===== src/rtl/skm_pkg.sv =====
// Package for the spike key matcher: sizes, codes and the item and state types.
// Used by every module under rtl; depends on nothing.
package skm_pkg;

    localparam int NumEntries = 4;
    localparam int MaxSpikes  = 64;
    localparam int EntryW     = $clog2(NumEntries);
    localparam int SlotW      = $clog2(MaxSpikes);
    localparam int StoreDepth = NumEntries * MaxSpikes;
    localparam int StoreAw    = $clog2(StoreDepth);

    localparam logic [1:0] KIND_WRITE = 2'd0;
    localparam logic [1:0] KIND_SPIKE = 2'd1;
    localparam logic [1:0] KIND_CLEAR = 2'd2;
    localparam logic [1:0] KIND_NONE  = 2'd3;   // unassigned kind code

    localparam logic [2:0] ST_STORED   = 3'd0;
    localparam logic [2:0] ST_DELAY    = 3'd1;
    localparam logic [2:0] ST_FULL     = 3'd2;
    localparam logic [2:0] ST_NOMATCH  = 3'd3;
    localparam logic [2:0] ST_TABLE    = 3'd4;

    typedef enum logic [1:0] {
        S_IDLE,
        S_SCAN,
        S_PROD,
        S_OUT
    } state_t;

    // item travelling down the cell row
    typedef struct packed {
        logic             valid;
        logic [1:0]       kind;
        logic [31:0]      ptime;
        logic [31:0]      pkey;
        logic [1:0]       sel;
        logic [31:0]      mkey;
        logic [31:0]      mmask;
        logic [4:0]       cshift;
        logic [31:0]      cmask;
        logic [4:0]       cbits;
        logic [31:0]      percore;
        logic [6:0]       limit;
        logic [2:0]       nuse;
        logic             done;    // scan already stopped
        logic             lost;
        logic [1:0]       lost_e;
        logic             hit;     // a store or full hit happened
        logic             full;
        logic [1:0]       hit_e;
        logic [30:0]      delay;
        logic [31:0]      core;
        logic [31:0]      local_id;
        logic [31:0]      percore_h;
        logic [SlotW-1:0] slot;
        logic [31:0]      rcv;
        logic [31:0]      dlost;
        logic [31:0]      olost;
        logic [6:0]       cnt;
    } token_t;

endpackage


===== src/rtl/skm_cell.sv =====
// One table entry of the matcher row: holds the entry's fields and counters
// and hands the item on to the next cell each cycle that adv is high. Uses skm_pkg.
module skm_cell (
    input  logic                  aclk,
    input  logic                  aresetn,
    input  logic [skm_pkg::EntryW-1:0] cell_id,
    input  logic                  adv,
    input  skm_pkg::token_t       tok_in,
    output skm_pkg::token_t       tok_out
);
    import skm_pkg::*;

    logic [31:0] key_reg, mask_reg, cmask_reg, pc_reg;
    logic [4:0]  shift_reg, cb_reg;
    logic [6:0]  lim_reg, cnt_reg;
    logic [31:0] rcv_reg, dl_reg, ol_reg;
    token_t      tok_reg, tok_next;
    logic [31:0] cmaskc, dly, lmask;
    logic [6:0]  lim_eff;
    logic        act, match, late, isfull;

    always_comb begin
        cmaskc  = (32'd1 << cb_reg) - 32'd1;
        dly     = (tok_in.ptime & cmaskc) - (tok_in.pkey & cmaskc);
        lmask   = ~(mask_reg | (cmask_reg << shift_reg));
        lim_eff = (lim_reg > 7'(MaxSpikes)) ? 7'(MaxSpikes) : lim_reg;
        act     = tok_in.valid && tok_in.kind == KIND_SPIKE && !tok_in.done
                  && ({1'b0, cell_id} < tok_in.nuse);
        match   = act && ((tok_in.pkey & mask_reg) == key_reg);
        late    = dly > cmaskc;
        isfull  = cnt_reg >= lim_eff;
        tok_next = tok_in;
        if (match) begin
            tok_next.rcv   = rcv_reg + 32'd1;
            tok_next.dlost = dl_reg;
            tok_next.olost = ol_reg;
            tok_next.cnt   = cnt_reg;
            if (late) begin
                tok_next.lost   = 1'b1;
                tok_next.lost_e = 2'(cell_id);
                tok_next.dlost  = dl_reg + 32'd1;
            end else begin
                tok_next.done      = 1'b1;
                tok_next.hit       = 1'b1;
                tok_next.full      = isfull;
                tok_next.hit_e     = 2'(cell_id);
                tok_next.delay     = dly[30:0];
                tok_next.core      = (tok_in.pkey >> shift_reg) & cmask_reg;
                tok_next.local_id  = (tok_in.pkey & lmask) >> cb_reg;
                tok_next.percore_h = pc_reg;
                tok_next.slot      = cnt_reg[SlotW-1:0];
                if (isfull) begin
                    tok_next.olost = ol_reg + 32'd1;
                end else begin
                    tok_next.cnt = cnt_reg + 7'd1;
                end
            end
        end else if (tok_in.valid && tok_in.kind == KIND_WRITE
                     && tok_in.sel == 2'(cell_id)) begin
            tok_next.hit_e = 2'(cell_id);
        end
    end

    always_ff @(posedge aclk) begin
        if (!aresetn) begin
            key_reg <= '0; mask_reg <= '0; cmask_reg <= '0; pc_reg <= '0;
            shift_reg <= '0; cb_reg <= '0; lim_reg <= '0; cnt_reg <= '0;
            rcv_reg <= '0; dl_reg <= '0; ol_reg <= '0;
            tok_reg <= '0;
        end else if (adv) begin
            tok_reg <= tok_next;
            if (tok_in.valid && tok_in.kind == KIND_WRITE
                && tok_in.sel == 2'(cell_id)) begin
                key_reg <= tok_in.mkey; mask_reg <= tok_in.mmask;
                cmask_reg <= tok_in.cmask; pc_reg <= tok_in.percore;
                shift_reg <= tok_in.cshift; cb_reg <= tok_in.cbits;
                lim_reg <= tok_in.limit; cnt_reg <= '0;
                rcv_reg <= '0; dl_reg <= '0; ol_reg <= '0;
            end else if (tok_in.valid && tok_in.kind == KIND_CLEAR) begin
                cnt_reg <= '0;
            end else if (match) begin
                rcv_reg <= tok_next.rcv;
                dl_reg  <= tok_next.dlost;
                ol_reg  <= tok_next.olost;
                cnt_reg <= tok_next.cnt;
            end
        end
    end

    // lost-entry reporting needs that entry's final counters; the token carries them on
    assign tok_out = tok_reg;
endmodule


===== config.mk =====
export PLATFORM = sky130hd
export DESIGN_NAME = skm_cell
export DESIGN_NICKNAME = d
export VERILOG_FILES = /design/src/rtl/skm_pkg.sv /design/src/rtl/skm_cell.sv
export SDC_FILE = /design/constraint.sdc
export NUM_CORES = 2
export LEC_CHECK = 0
export BUFFER_PORTS_ARGS = -buffer_cell sky130_fd_sc_hd__buf_2
export CELL_PAD_IN_SITES_DETAIL_PLACEMENT = 1
export CELL_PAD_IN_SITES_GLOBAL_PLACEMENT = 2
export CORE_AREA = 2 2 356 358
export CTS_BUF_LIST = sky130_fd_sc_hd__clkbuf_4
export DETAILED_ROUTE_END_ITERATION = 10
export DIE_AREA = 0 0 358 360
export PLACE_DENSITY = 0.82
export SLEW_MARGIN = 20
export SYNTH_ARGS = -nofsm -noshare
export SYNTH_HDL_FRONTEND = slang
export SYNTH_SLANG_ARGS = --single-unit

===== constraint.sdc =====
create_clock -name aclk -period 11.2 [get_ports aclk]
set_input_delay 2.8 -clock aclk [delete_from_list [all_inputs] [get_ports aclk]]
set_output_delay 2.8 -clock aclk [all_outputs]
set_load 0.01 [all_outputs]

==> impl_results.md <==
* WL per Instance at 27.0 um
* Switching power at 0.00215 W
* Global-route usage over all layers at 30.1%
* Synth top area share at 36.8%
* Seq/Total Area, Yosys at 36.8%
* Critical Path AT at 10.43 ns
* TritonRoute pass-1 iters at 6
* Initial antenna violation count at 69
* Delay-heaviest family, CP: compound AO/OA/AOI/OAI gates
* Rows at 130
* GP Congestion at 0.957
* Highest Clock Rate at 107 MHz
* Post-synthesis net count at 5328
* Slew at the pin closest to its max-slew limit at 1.14 ns
* Post-synth top flop: dfxtp_1
* Starting Density at 30.9%
* Cell type with the largest total area after synthesis: dfxtp_1
* Final cell count without fillers at 7445
* Register bit total from synthesis at 709
* Clock power frac at 39.1%
* Met3 wire len at 16.7 mm
* FF+latch area at 0.0142 mm2
* Final period util at 83.4%
* Initial DRC count at 3147
* Synth Cell Area at 0.0386 mm2
* Max reg flops at 461
* Vias in the first global route at 40700
* Min-Delay Path Class: reg2reg
* Hold Violations, Final at 0
* Cts repair resizes at 0
* Via count at 41300
* Yosys cell types at 96
* Max incr delay on CP at 0.82 ns
* Die ar. at 0.129 mm2
* Slew HR at 23.7%
* Most instantiated library cell after synthesis: nand2_1
* Post-route ant nets at 0
* CTS tree: yes
* Grt total ovfl at 0
* Seq pwr share at 41.7%
* Largest net degree at the start of global routing at 180
* CTS buffer count at 206
* Layout area overhead at 22.2%
* Setup Buffers After CTS at 0
* Chip height at 360 um
* DRC at 0
* Clk root buf: clkbuf_4
* Fillers at 15500
* Max_cap viols at 0
* Power per Cell Area at 138 mW/mm2
* Metal-1 WL at 84.1 mm
* Avg Cell Area, Syn at 8.07 um2
* Outcome: finished, final reports clean
* Placed insts at 7057
* Setup crit end kind: flip-flop
* Yosys Warn Count at 0
* Synth top area cells: dfxtp_1 37%, mux2i_1 8.3%, nand2_1 8.0%, nor2_1 5.2%, a21oi_1 4.6%
* Synth top cells by count: 819 x nand2_1, 709 x dfxtp_1, 536 x nor2_1, 352 x a21oi_1, 322 x mux2i_1
* Number of buffers added on ports at 926
* Clock Tree Buf Depth at 3
* Crit path buffers/inverters at 3
* Worst VDD drop at 0.0971 mV
* Clock latency on the worst-skew pair at 1.24 ns
* EDFF count, synth at 0
* Clock Skews at 0.0916 ns
* Share of layout cells above drive strength 1 at 25.6%
* Critical Path Source Type: flip-flop
* Highest routed layer: met5
* Crit path max-delay cell type: o41ai_1
* Post-synthesis async set-or-reset flop share at 0%
* Core ar. at 0.125 mm2
* H-tree depth at 4
* Int Power at 0.00434 W
* Leakage at 20.4 nW
* Critical path peak fanout at 58
* Vias per std cell at 5.54
* RSZ-0062 raised after global routing: false
* Final setup violation count at 0
* Detailed placement HPWL at 149 mm
* Critical path type: reg2reg
* First-pass GRT wire length at 286 mm
* Cells after Synth at 4785
* Clock transition at the registers of the reported paths at 0.07 ns
* Layout Nets at 6158
* CTS Sinks at 709
* Ports at 927
* Post-CTS Hold Fix Bufs at 0
* Routed wl met2 at 92.1 mm
* Routed WL at 201 mm
* Post-layout min period at 9.34 ns
* Die extent in x at 358 um
* Final setup TNS at 0 ns
* Logic pwr share at 19.2%
* Max-slew violation count at 0
* Area of the multi-input gates at 0.0228 mm2
* Sw Share at 33.1%
* Worst Path Required at 12.29 ns
==> final timing paths <==
kind / from / endpoint / slack (ns) / cells after the start
min: pc_reg[23] / pc_reg[23] / 0.46 / 2
max: cb_reg[2] / tok_out[143] / 1.86 / 30
min reg2reg: pc_reg[23] / pc_reg[23] / 0.46 / 2
max reg2reg: cb_reg[2] / tok_out[143] / 1.86 / 30
==> routing by layer <==
metal,global-route usage [%],vias to the layer above
met2,48.0,1735
met5,0,-
met3,8.93,411
li1,-,18700
met1,37.8,20300
met4,11.7,78
==> stage by stage <==
step / instance area, um2 / utilization [%] / hold WS [ns] / worst slack, ns / total power (W)
after floorplan: 38600 / - / 0.432 / 3.27 / 0.00342
after global routing: 47200 / 37.8 / 0.478 / 1.26 / 0.00684
final: 47200 / 37.8 / 0.456 / 1.86 / 0.00650
after detailed placement: 44500 / 35.6 / 0.443 / 1.43 / 0.00400
after CTS: 47100 / 37.7 / 0.457 / 1.71 / 0.00659
after global placement: 44500 / 35.6 / 0.432 / 1.55 / 0.00398
==> worst reg2reg max path, delay by kind of cell (launching register included) <==
kind,cells,cell delay (ns)
AO/OA/AOI/OAI,14,4.53
AND/OR/NAND/NOR,9,2.00
buffers and inverters,3,1.15
adder cells (fa/ha/maj),3,1.08
flip-flops,1,0.32
XOR/XNOR,1,0.15
==> cell families after synthesis <==
| kind of cell | share of synthesized area, % |
|---|---|
| mux | 13.3 |
| xor+xnor | 3.54 |
| compound gates | 18.5 |
| fa+ha+maj | 2.51 |
| other cells | 0.00971 |
| simple gates | 20.8 |
| buf+inv | 4.59 |
| flops | 36.8 |
==> layout make-up <==
cell class	count	share of cell area (%)
clock inverters	67	0.811
diodes	21	0.111
repair buffers	989	11.0
clock buffers	300	4.77
flip-flops and latches	709	30.1
inverters	77	0.628
multi-input cells	3632	48.2
well taps	1650	4.38
==> cell usage in the layout, fill, tap and decap left out, types with 10 or more instances in the layout <==
cell type,instances
mux2i_1,322
nor3_1,33
ha_1,76
nor2b_1,32
nand2b_1,36
o21ai_1,13
a32oi_1,10
o31ai_1,42
dfxtp_1,704
a311oi_1,78
diode_2,21
a21oi_1,351
a221oi_1,12
mux4_2,63
xnor2_1,66
inv_1,67
a22oi_1,53
buf_4,58
clkinv_1,48
and2_1,59
nand2_1,817
and4_1,12
o21ai_0,288
o211ai_1,25
clkbuf_4,300
o22ai_1,18
xor2_1,90
nand3_1,104
nand4_1,55
a211oi_1,36
a21o_1,18
o21a_1,15
a22o_1,10
a31oi_1,52
or3_1,17
and3_1,65
nor4_1,17
nor2_1,530
mux2_2,37
buf_2,925
==> power groups by stage <==
stage / Clock (W) / Combinational, W / Sequential, W
after CTS: 0.00263 / 0.00125 / 0.00271
after detailed placement: 0 / 0.00124 / 0.00276
final: 0.00254 / 0.00125 / 0.00271
after floorplan: 0 / 0.000625 / 0.00280
after global routing: 0.00277 / 0.00135 / 0.00272
after global placement: 0 / 0.00122 / 0.00276
Power figures use the tool's default switching activity.
